`src/design/cau_pkg.sv`:
```
// Shared types and constants for the complex arithmetic unit.
package cau_pkg;

    localparam int WORD_BITS_DEF = 32;
    localparam int FRAC_BITS_DEF = 16;
    localparam int QUEUE_DEPTH   = 4;

    typedef enum logic [1:0] {
        CMD_ADD = 2'd0,
        CMD_SUB = 2'd1,
        CMD_MUL = 2'd2,
        CMD_DIV = 2'd3
    } cmd_t;

    localparam logic [1:0] ST_OK  = 2'd0;
    localparam logic [1:0] ST_OVF = 2'd1;
    localparam logic [1:0] ST_DZ  = 2'd2;

    typedef struct packed {
        cmd_t cmd;
        logic div_zero;
    } req_ctl_t;

    typedef struct packed {
        logic full;
        logic empty;
    } queue_stat_t;

endpackage

```
`src/design/cau_queue.sv`:
```
// Short request queue between front end and datapath.
module cau_queue #(
    parameter int DW = 4 * cau_pkg::WORD_BITS_DEF
) (
    input  logic                 clk,
    input  logic                 rst_n,
    input  logic                 push,
    input  cau_pkg::req_ctl_t    push_ctl,
    input  logic [DW-1:0]        push_data,
    input  logic                 pop,
    output cau_pkg::req_ctl_t    pop_ctl,
    output logic [DW-1:0]        pop_data,
    output cau_pkg::queue_stat_t q_stat
);
    import cau_pkg::*;

    localparam int PB = $clog2(QUEUE_DEPTH);
    localparam int CB = $clog2(QUEUE_DEPTH + 1);

    req_ctl_t      ctl_q [QUEUE_DEPTH];
    logic [DW-1:0] dat_q [QUEUE_DEPTH];
    logic [PB-1:0] wr_ptr_reg, rd_ptr_reg;
    logic [CB-1:0] cnt_reg, cnt_next;
    logic          do_push, do_pop;

    assign q_stat.full  = (cnt_reg == CB'(QUEUE_DEPTH));
    assign q_stat.empty = (cnt_reg == '0);
    assign do_push = push && !q_stat.full;
    assign do_pop  = pop && !q_stat.empty;

    always_comb
    begin
        cnt_next = cnt_reg;
        if (do_push && !do_pop)
        begin
            cnt_next = cnt_reg + CB'(1);
        end
        else if (do_pop && !do_push)
        begin
            cnt_next = cnt_reg - CB'(1);
        end
    end

    always_ff @(posedge clk or negedge rst_n)
    begin
        if (!rst_n)
        begin
            wr_ptr_reg <= '0;
            rd_ptr_reg <= '0;
            cnt_reg    <= '0;
        end
        else
        begin
            cnt_reg <= cnt_next;
            if (do_push)
            begin
                wr_ptr_reg <= wr_ptr_reg + PB'(1);
            end
            if (do_pop)
            begin
                rd_ptr_reg <= rd_ptr_reg + PB'(1);
            end
        end
    end

    always_ff @(posedge clk)
    begin
        if (do_push)
        begin
            ctl_q[wr_ptr_reg] <= push_ctl;
            dat_q[wr_ptr_reg] <= push_data;
        end
    end

    assign pop_ctl  = ctl_q[rd_ptr_reg];
    assign pop_data = dat_q[rd_ptr_reg];

`ifndef SYNTHESIS
    a_no_overfill: assert property (@(posedge clk) disable iff (!rst_n)
        cnt_reg <= CB'(QUEUE_DEPTH))
        else $error("queue count beyond depth");
    a_push_room: assert property (@(posedge clk) disable iff (!rst_n)
        push |-> !q_stat.full)
        else $error("push into full queue");
    a_cnt_step: assert property (@(posedge clk) disable iff (!rst_n)
        (do_push && !do_pop) |=> cnt_reg == $past(cnt_reg) + CB'(1))
        else $error("queue count did not advance");
`endif

endmodule

```
`config.mk`:
```
export PLATFORM = sky130hd
export DESIGN_NAME = cau_queue
export DESIGN_NICKNAME = d
export VERILOG_FILES = /design/src/design/cau_pkg.sv /design/src/design/cau_queue.sv
export SDC_FILE = /design/constraint.sdc
export NUM_CORES = 1
export LEC_CHECK = 0
export ABC_AREA = 1
export ABC_CLOCK_PERIOD_IN_PS = 12800
export BUFFER_PORTS_ARGS = -buffer_cell sky130_fd_sc_hd__clkbuf_2
export CORE_ASPECT_RATIO = 0.75
export CORE_MARGIN = 2
export CORE_UTILIZATION = 62
export DETAILED_ROUTE_END_ITERATION = 6
export GPL_ROUTABILITY_DRIVEN = 0
export MAX_ROUTING_LAYER = met4
export PLACE_DENSITY_LB_ADDON = 0.12
export REMOVE_ABC_BUFFERS = 1
export SYNTH_ARGS = -nofsm -noshare
export SYNTH_HDL_FRONTEND = slang
export SYNTH_SLANG_ARGS = --single-unit
```
`constraint.sdc`:
```
create_clock -name clk -period 12.8 [get_ports clk]
set_input_delay 1.92 -clock clk [delete_from_list [all_inputs] [get_ports clk]]
set_output_delay 1.92 -clock clk [all_outputs]
set_load 0.01 [all_outputs]
```
==> metrics.md <==
| Metric | Value |
|---|---|
| Status | finished clean |
| Worst path slowest cell | buf_4 |
| Crit path cell chain | inv_8 -> buf_4 -> buf_4 -> nand2_1 -> o211ai_1 -> nand2_1 -> clkbuf_2 |
| Synth cell types | 19 |
| Worst Hold Path Cells | 2 |
| Clock root buffer | clkbuf_16 |
| Setup_tns | 0 ns |
| # setup viols final | 0 |
| Fmax | 167 MHz |
| Layout Skew | 0.0238 ns |
| Max-slew violation count | 0 |
| DIE AREA | 0.0361 mm² |
| Worst slew margin | 6.33% |
| Clock buffer count from CTS | 49 |
| Pre-CTS setup slack | 7.25 ns |
| CP Capture Type | output port |
| Part of the cycle the worst path needs | 46.9% |
| Drt wl/cell | 17.6 µm |
| Hold Slack | 0.501 ns |
| Number of global-route vias before repair | 11987 |
| CP max stage delay | 0.94 ns |
| # port buffers | 267 |
| Largest register FFs | 512 |
| Vias per cell | 5.34 |
| Layout cell share with drive strength beyond 1 | 21.4% |
| Post-CTS Setup Bufs | 0 |
| Clock sink count | 531 |
| First-pass GRT wire length | 63.2 mm |
| Resize count post-CTS | 0 |
| Slew of the pin with the lowest slew margin | 1.40 ns |
| Routed wire length | 41.0 mm |
| Critical Path Source Type | register |
| DR top layer | met4 |
| Gr ovfl total | 0 |
| Area after DPL | 0.0229 mm² |
| Initial antenna violation count | 4 |
| Arrival time worst endpoint | 4.08 ns |
| Post-route insts no fill | 2323 |
| Number of synthesized register bits | 531 |
| Post-Syn Instances | 1590 |
| CTS tree | built |
| Die Ht | 165 µm |
| Num rows | 58 |
| Drt first pass iters | 6 |
| Sequential area share after synthesis | 74.3% |
| Finished Cell Area | 0.0245 mm² |
| Final Critical Period | 6.00 ns |
| Worst Reg-to-Reg Cells | 6 |
| Area delta synth->final | 14.2% |
| Synth warn | 0 |
| Max-cap violations | 0 |
| DP HPWL | 22.8 mm |
| Drt drc | 0 |
| Vias | 12405 |
| Post-route met1 wirelength | 17.2 mm |
| Chip width | 219 µm |
| Hold Path Class | register to register |
| Max FO, Critical Path | 223 |
| Post-Syn Area | 0.0214 mm² |
| Max H-tree Level | 2 |
| Core area | 0.0337 mm² |
| Final nets | 1973 |
| Largest net degree at the start of global routing | 224 |
| Crit path required time | 10.88 ns |
| 1st-iter DRT viols | 970 |
| IO Count | 268 |
| Clk_lat worst skew | 0.57 ns |
| Post-CTS Hold Buffers | 0 |
| Post-Place Cells | 2231 |
| Maximum vdd drop | 0.000278 V |
| Metal3 WL | 2.52 mm |
| PwrDens | 232 mW/mm² |
| Crit path kind | register to output port |
| DR WL met2 | 20.1 mm |
| RSZ-0062 raised after global routing | no |
| Clock transition at path regs | 0.06 ns |
| Final Power | 5.68 mW |
| Fin util | 72.5% |
| Number of routed nets with antenna violations | 0 |
| PnR worst setup slack | 6.80 ns |
| GRT Total Usage | 23.7% |
| Final Hold Vio Count | 0 |
| Post-synthesis average cell area | 13.5 µm² |
| Static Leak | 9.97 nW |
| Max Buffers Root-to-Sink | 3 |
| Initial Util | 63.5% |
## final cells by class
cell class | instances | area (µm²)
Timing Repair Buffer | 278 | 1460
Inverter | 280 | 1060
Antenna cell | 5 | 12.5
Clock buffer | 62 | 1320
Fill cell | 2188 | 9270
Sequential cell | 531 | 15900
Multi-Input combinational cell | 692 | 3940
Tap cell | 450 | 563
Clock inverter | 25 | 214
## synth_stat cells, drive strengths merged
library cell | count | area [µm²]
buf | 60 | 453
clkbuf | 27 | 101
dfrtp | 7 | 175
edfxtp | 524 | 15700
fa | 1 | 20.0
ha | 5 | 62.6
inv | 280 | 1050
nand2 | 410 | 1540
nand3 | 7 | 35.0
nand4 | 1 | 6.26
nor2 | 4 | 15.0
o211ai | 262 | 2220
o21ai | 1 | 5.00
xnor2 | 1 | 8.76
## cell usage in the layout, fill, tap and decap left out, drive strengths merged, types with 4 or more instances in the layout
cell type	count
buf	11
bufinv	4
clkbuf	329
clkinv	20
dfrtp	7
diode	5
edfxtp	524
ha	5
inv	281
nand2	410
nand3	7
nor2	4
o211ai	262
## worst max-delay path, delay by kind of cell, from the launching register on
| kind | cells | cell delay [ns] |
|---|---|---|
| and+or+nand+nor | 2 | 0.22 |
| DFF | 1 | 0.45 |
| AOI/OAI and AO/OA | 1 | 0.16 |
| buffers and inverters | 4 | 2.46 |
## cells by family after synthesis
family / Yosys count / share of synthesized area, %
compound gates: 263 / 10.4
buf+inv: 367 / 7.49
flops: 531 / 74.3
fa+ha+maj: 6 / 0.385
simple gates: 422 / 7.45
xor+xnor: 1 / 0.0409
## final timing paths
check	from	endpoint	slack, ns
max	rd_ptr_reg[0]	pop_data[107]	6.80
min	cnt_reg[2]	cnt_reg[2]	0.50
max reg2reg	cnt_reg[0]	dat_q[3][87]	9.53
min reg2reg	cnt_reg[2]	cnt_reg[2]	0.50
max in group asynchronous	rst_n	rd_ptr_reg[1]	11.41
min in group asynchronous	rst_n	wr_ptr_reg[1]	1.18
## power by group
group	leakage (nW)	internal [mW]	switching (mW)
Clock	0.753	0.804	0.595
Sequential	4.88	2.29	0.0874
Combinational	4.33	0.599	1.31
Total	9.97	3.69	1.99
## metal layers
| metal | up-vias | GRT usage [%] |
|---|---|---|
| li1 | 6053 | - |
| met1 | 5939 | 30.5 |
| met2 | 332 | 38.2 |
| met3 | 81 | 4.40 |
| met4 | 0 | 8.75 |
| met5 | - | - |
Power figures use the tool's default switching activity.
