File: src/design/cau_pkg.sv
// Shared types and constants for the complex arithmetic unit.
package cau_pkg;

    localparam int WORD_BITS_DEF = 32;
    localparam int FRAC_BITS_DEF = 16;
    localparam int QUEUE_DEPTH   = 4;

    typedef enum logic [1:0] {
        CMD_ADD = 2'd0,
        CMD_SUB = 2'd1,
        CMD_MUL = 2'd2,
        CMD_DIV = 2'd3
    } cmd_t;

    localparam logic [1:0] ST_OK  = 2'd0;
    localparam logic [1:0] ST_OVF = 2'd1;
    localparam logic [1:0] ST_DZ  = 2'd2;

    typedef struct packed {
        cmd_t cmd;
        logic div_zero;
    } req_ctl_t;

    typedef struct packed {
        logic full;
        logic empty;
    } queue_stat_t;

endpackage

File: src/design/cau_front.sv
// Front end: takes requests, flags divides by zero, feeds the queue.
module cau_front #(
    parameter int W = cau_pkg::WORD_BITS_DEF
) (
    input  logic                 clk,
    input  logic                 rst_n,
    input  logic                 in_valid,
    output logic                 in_stall,
    input  logic [1:0]           command,
    input  logic signed [W-1:0]  a_re,
    input  logic signed [W-1:0]  a_im,
    input  logic signed [W-1:0]  b_re,
    input  logic signed [W-1:0]  b_im,
    input  cau_pkg::queue_stat_t q_stat,
    output logic                 push,
    output cau_pkg::req_ctl_t    push_ctl,
    output logic [4*W-1:0]       push_data
);
    import cau_pkg::*;

    logic          fr_v_reg, fr_v_next;
    req_ctl_t      ctl_reg;
    logic [4*W-1:0] data_reg;
    logic          load;
    req_ctl_t      ctl_next;

    assign in_stall = fr_v_reg && q_stat.full;
    assign load     = in_valid && !in_stall;
    assign push     = fr_v_reg && !q_stat.full;
    assign fr_v_next = load || (fr_v_reg && q_stat.full);

    always_comb
    begin
        ctl_next.cmd      = cmd_t'(command);
        ctl_next.div_zero = (cmd_t'(command) == CMD_DIV) && (b_re == '0) && (b_im == '0);
    end

    always_ff @(posedge clk or negedge rst_n)
    begin
        if (!rst_n)
        begin
            fr_v_reg <= 1'b0;
        end
        else
        begin
            fr_v_reg <= fr_v_next;
        end
    end

    always_ff @(posedge clk)
    begin
        if (load)
        begin
            ctl_reg  <= ctl_next;
            data_reg <= {a_re, a_im, b_re, b_im};
        end
    end

    assign push_ctl  = ctl_reg;
    assign push_data = data_reg;

endmodule

File: config.mk
export PLATFORM = sky130hd
export DESIGN_NAME = cau_front
export DESIGN_NICKNAME = d
export VERILOG_FILES = /design/src/design/cau_pkg.sv /design/src/design/cau_front.sv
export SDC_FILE = /design/constraint.sdc
export NUM_CORES = 1
export LEC_CHECK = 0
export BUFFER_PORTS_ARGS = -buffer_cell sky130_fd_sc_hd__buf_2
export CELL_PAD_IN_SITES_DETAIL_PLACEMENT = 1
export CELL_PAD_IN_SITES_GLOBAL_PLACEMENT = 1
export CORE_ASPECT_RATIO = 1.2
export CORE_MARGIN = 8
export CORE_UTILIZATION = 33
export CTS_BUF_LIST = sky130_fd_sc_hd__clkbuf_16
export DETAILED_ROUTE_END_ITERATION = 7
export GPL_TIMING_DRIVEN = 0
export PLACE_DENSITY_LB_ADDON = 0.1
export SYNTH_ARGS = -nofsm -noshare
export SYNTH_HDL_FRONTEND = slang
export SYNTH_SLANG_ARGS = --single-unit
export TNS_END_PERCENT = 30
File: constraint.sdc
create_clock -name clk -period 9.1 [get_ports clk]
set_clock_uncertainty 0.1 [all_clocks]
set_input_delay 1.82 -clock clk [delete_from_list [all_inputs] [get_ports clk]]
set_output_delay 1.82 -clock clk [all_outputs]
set_load 0.02 [all_outputs]
==> results of run 1 <==
tightest hold or removal path, delay by kind of cell, from the launching register on:
family           cells  cell delay (ps)
and+or+nand+nor      2              350
DFF                  1              340
layer usage:
layer,vias up,track usage,wire (um)
li1,1260,-,-
met1,1301,0.139,4210
met2,158,0.253,6350
met3,22,0.0827,1350
met4,6,0.0777,264
met5,-,0,35
cell type report:
class	instances	area [um2]
fillers	1273	6120
flip-flops and latches	132	3960
repair buffers	270	1420
clock buffers	17	425
well taps	164	205
multi-input cells	29	186
clock inverters	15	126
diodes	1	2.50
per-stage QoR:
| step | TNS [ps] | cells |
|---|---|---|
| 4_1_cts | 0 | 627 |
| 3_5_place_dp | 0 | 595 |
| 3_3_place_gp | -236920 | 591 |
| 6_report | 0 | 628 |
| 5_1_grt | 0 | 628 |
| 2_1_floorplan | 0 | 161 |
worst paths after layout:
check                               start              to  slack (ps)  depth (start not counted)
worst max-delay path            q_stat[1]        in_stall        4870                          3
max in group asynchronous           rst_n        fr_v_reg        7740                          1
worst min-delay path             fr_v_reg        fr_v_reg         620                          2
min in group asynchronous           rst_n        fr_v_reg        1080                          1
worst max register to register   fr_v_reg  push_data[106]        7180                          4
worst min register to register   fr_v_reg        fr_v_reg         620                          2
cells by family (layout without fill, tap and decap cells):
group,after synthesis,after routing
other cells,0,1
simple gates,29,29
buf+inv,0,302
flops,132,132
synthesized netlist by cell type:
library cell  number  area, um2
edfxtp_1         131       3930
nor4_1            15       93.8
nand4_1            3       18.8
nor2_1             2       7.51
nor2b_1            2       12.5
and2_1             1       6.26
dfrtp_1            1       25.0
nand2_1            1       3.75
nand2_2            1       6.26
nand3_1            1       5.00
nor4_2             1       12.5
or2_2              1       6.26
or3_1              1       6.26
power groups by stage:
stage / combinational [mW] / clock [mW] / sequential, mW
after global routing: 0.141 / 0.673 / 0.719
after CTS: 0.135 / 0.650 / 0.717
after detailed placement: 0.135 / 0 / 0.729
after floorplan: 0.0137 / 0 / 0.779
final: 0.132 / 0.630 / 0.716
after global placement: 0.126 / 0 / 0.738
==> reports/results.ini, run 1 <==
[layout]
largest_register_ffs=128
drive_above_1_share=0.648
design_area_um2=6320
fin_nets=585
fin_util=0.508
final_common_cell=buf_2
final_cell_mix=buf_2, edfxtp_1, clkbuf_16, nor4_1
area_delta_synth_final_pct=52.8

[place]
routabilityCongestion=0.745
portBuffers=266
hpwl_um=9880
post-place-ws_ps=4860
place_area_um2=5770

[sta]
setup_viol_count_final=0
drv_slew=0
whs_ps=619
period_share=0.465
min_period_ps=4230
final.setup.worst_slack_ps=4870
rsz0062_at_grt=false
fmax_ghz=0.236
hold_violations=0
worstMarginPinSlew_ps=441
slew_headroom=0.705

[floorplan]
design.die.area_um2=16400
die_y_um=139
boundaryPins=268
core_um2=12400
initial_utilization=0.333
num_rows=45
die_x_um=118

[pwr]
p_leak_nw=2.66
ir_worst_vdd_mv=0.106
power_density_nw_per_um2=234
p_seq_frac=0.484
power_frac_comb=0.089
power_switching_mw=0.328
clkPwrFrac=0.426
p_total_mw=1.48
intPower_mw=1.15
swShare=0.222

[setup_path]
crit_required_ps=7180
path_cells=buf_2, and2_1, buf_2
start_kind=primary input
path_delay_family=buffers and inverters
cp.arrival_ps=2310
slowest_stage=and2_1
cpMostUsedCell=buf_2
cp.buffers_inverters=2
critPathKind=primary input to output port
cpPeakStageDelay_ps=210
cp-end-kind=output port
crit_fanout=3

[routing]
drt-initial-drc-count=158
ant_nets=0
wl_um=12200
vias_per_cell=4.37
drcViolationCount=0
routedWlPerCell_um=19.4
vias=2747
drt-pass1-iter-count=4

[global_route]
grt_max_degree=35
grt_pass1_vias=3099
globalRouteTotalUtil=0.148
antenna_found_initial=4
grt_pass1_wl_um=18100
overflow=0

[min_path]
min_path_type=flip-flop to flip-flop

[clocking]
cts_tree=yes
cts.sinks=132
htree_num_levels=4
cts-hold-fix-buffers=0
clk_pin_slew_ps=60
clock_path_buffers=2
cts_root_buffer=clkbuf_16
cts_setup_buffers=0
cts_resized=0
clk_latency_ps=400
cts_made_buffers=17

[flow_run]
cap_violations=0

[yosys]
synth_area_um2=4140
synth_nets=296
ys_warn_count=0
synth_xor_xnor_area_share=0
synth_compound_area_frac=0
synth.distinct_cells=13
yosys.area_share.simple=0.0432
syn_avg_cell_area_um2=25.7
synth_top_family_by_area=simple AND/OR/NAND/NOR gates
synthCells=161
yosys_register_bits=132
ys_seq_area_frac=0.957
synthAdderAreaFrac=0
synth_mux_area_frac=0

[outcome]
status=finished clean

Power figures use the tool's default switching activity.
==> inputs of run 2 (changes only) <==
==> constraint.sdc (replaced) <==
create_clock -name clk -period 4.3 [get_ports clk]
set_clock_uncertainty 0.1 [all_clocks]
set_input_delay 0.86 -clock clk [delete_from_list [all_inputs] [get_ports clk]]
set_output_delay 0.86 -clock clk [all_outputs]
set_load 0.02 [all_outputs]
==> run 2 against run 1 <==
Compared with the run above:
- die area unchanged
- wire length about the same
- worst hold slack got worse by 500 ps
- cell area increased by 0.67%
- flip-flop and latch count unchanged
- sequential share of layout area decreased by 0.42 points
- setup slack got worse by 3000 ps
- non-clock buffer count unchanged
==> reports/results.ini, run 2 (synthesis gave the netlist of run 1 again) <==
[outcome]
status=finished clean

[layout]
largest_register_ffs=128  ; unchanged
drive_above_1_share=0.650  ; +0.00216
fin_util=0.512  ; +0.00342
final_common_cell=buf_2
design_area_um2=6370  ; +0.67%
antenna_cells=0  ; -1
area_delta_synth_final_pct=53.9
final_cell_mix=buf_2, edfxtp_1, clkbuf_16, nor4_1, clkinv_2
fin_nets=585  ; unchanged

[pwr]
intPower_mw=2.55  ; +120%
p_leak_nw=2.68  ; +0.71%
p_seq_frac=0.467  ; -0.017
power_frac_comb=0.086  ; -0.003
power_switching_mw=0.696  ; +110%
ir_worst_vdd_mv=0.243  ; +130%
power_density_nw_per_um2=511  ; +120%
clkPwrFrac=0.448  ; +0.022
swShare=0.214  ; -0.00747

[floorplan]
design.die.area_um2=16400  ; unchanged
die_y_um=139  ; unchanged
initial_utilization=0.333  ; unchanged
die_x_um=118  ; unchanged
boundaryPins=268  ; unchanged
core_um2=12400  ; unchanged
num_rows=45  ; unchanged

[global_route]
antenna_found_initial=0  ; -4
grt_max_degree=31  ; -11%
globalRouteTotalUtil=0.150  ; +0.00197
grt_pass1_vias=3130  ; +1.0%
overflow=0  ; unchanged
grt_pass1_wl_um=18300  ; +1.2%

[flow_run]
cap_violations=0  ; unchanged

[sta]
min_period_ps=2450
rsz0062_at_grt=false
drv_slew=0  ; unchanged
period_share=0.569
slew_headroom=0.357  ; -0.348
fmax_ghz=0.409
setup_viol_count_final=0  ; unchanged
hold_violations=0  ; unchanged
worstMarginPinSlew_ps=963  ; +521 ps

[routing]
ant_nets=0  ; unchanged
drt-pass1-iter-count=4  ; unchanged
routedWlPerCell_um=19.5  ; +0.23%
drt-initial-drc-count=68  ; -57%
vias=2713  ; -1.2%
drcViolationCount=0  ; unchanged
wl_um=12200  ; about the same
vias_per_cell=4.33  ; -1.1%

[setup_path]
startpoint=q_stat[1]
critPathKind=primary input to flip-flop
start_kind=primary input
crit_fanout=30  ; +27
crit_required_ps=4300  ; -2880 ps
reg2reg_from=fr_v_reg
cp.arrival_ps=2450  ; +140 ps
cp-end-kind=flip-flop

[place]
routabilityCongestion=0.723  ; -3.0%
portBuffers=266  ; unchanged
place_area_um2=5770  ; unchanged
hpwl_um=9890  ; about the same

[clocking]
cts-hold-fix-buffers=0  ; unchanged
cts.sinks=132  ; unchanged
clk_latency_ps=400  ; about the same
htree_num_levels=4  ; unchanged
cts_made_buffers=17  ; unchanged
clk_pin_slew_ps=50  ; about the same
clock_path_buffers=2  ; unchanged
cts_root_buffer=clkbuf_16
cts_resized=0  ; unchanged
cts_setup_buffers=0  ; unchanged
cts_tree=yes

[min_path]
min_path_type=primary input to async pin

## run 2: cell type report
class / instances / area [um2]
Fill cell: 1268 / 6080
Sequential cell: 132 / 3960
Timing Repair Buffer: 270 / 1420
Clock buffer: 17 / 425
Tap cell: 164 / 205
Multi-Input combinational cell: 29 / 186
Clock inverter: 15 / 171
## run 2: per-layer routing
metal  share of wire  vias up  GRT usage  wire length (um)
li1                -     1249          -                 -
met1            0.33     1298      0.137              4090
met2            0.54      152      0.270              6620
met3            0.11       14     0.0827              1350
met4           0.013        0     0.0595               159
met5               0        -          0                 0
## run 2: path summary, 6_finish.rpt
check | endpoint | slack, ps | depth (start not counted)
setup reg to reg | push_data[51] | 2060 | 4
max in group asynchronous | fr_v_reg | 3900 | 1
hold reg to reg | fr_v_reg | 600 | 2
setup / recovery | push_data[51] | 1850 | 5
hold / removal | fr_v_reg | 120 | 1
min in group clk | push_data[74] | 530 | 1
## run 2: per-stage QoR
| step | instances | hold WS [ps] | total power [mW] | setup TNS (ps) | setup WS [ps] |
|---|---|---|---|---|---|
| 3_5_place_dp | 595 | 537 | 1.83 | 0 | 1430 |
| 4_1_cts | 627 | 98.8 | 3.29 | 0 | 1860 |
| 5_1_grt | 627 | 97.7 | 3.35 | 0 | 1760 |
| 3_3_place_gp | 591 | 535 | 1.81 | -8290 | -68.2 |
| 6_report | 627 | 121 | 3.25 | 0 | 1850 |
| 2_1_floorplan | 161 | 464 | 1.67 | 0 | 677 |
## run 2: worst max-delay path, cell delays in order
cell and delay [ps]:
buf_2 100, and2_1 200, nor2b_4 770, buf_12 290, buf_12 210
## run 2: power groups by stage
stage | logic, mW | registers (mW) | clock network [mW]
floorplan | 0.0301 | 1.64 | 0
global placement | 0.267 | 1.55 | 0
detailed placement | 0.285 | 1.54 | 0
CTS | 0.286 | 1.52 | 1.48
global route | 0.298 | 1.52 | 1.53
finish | 0.279 | 1.52 | 1.45
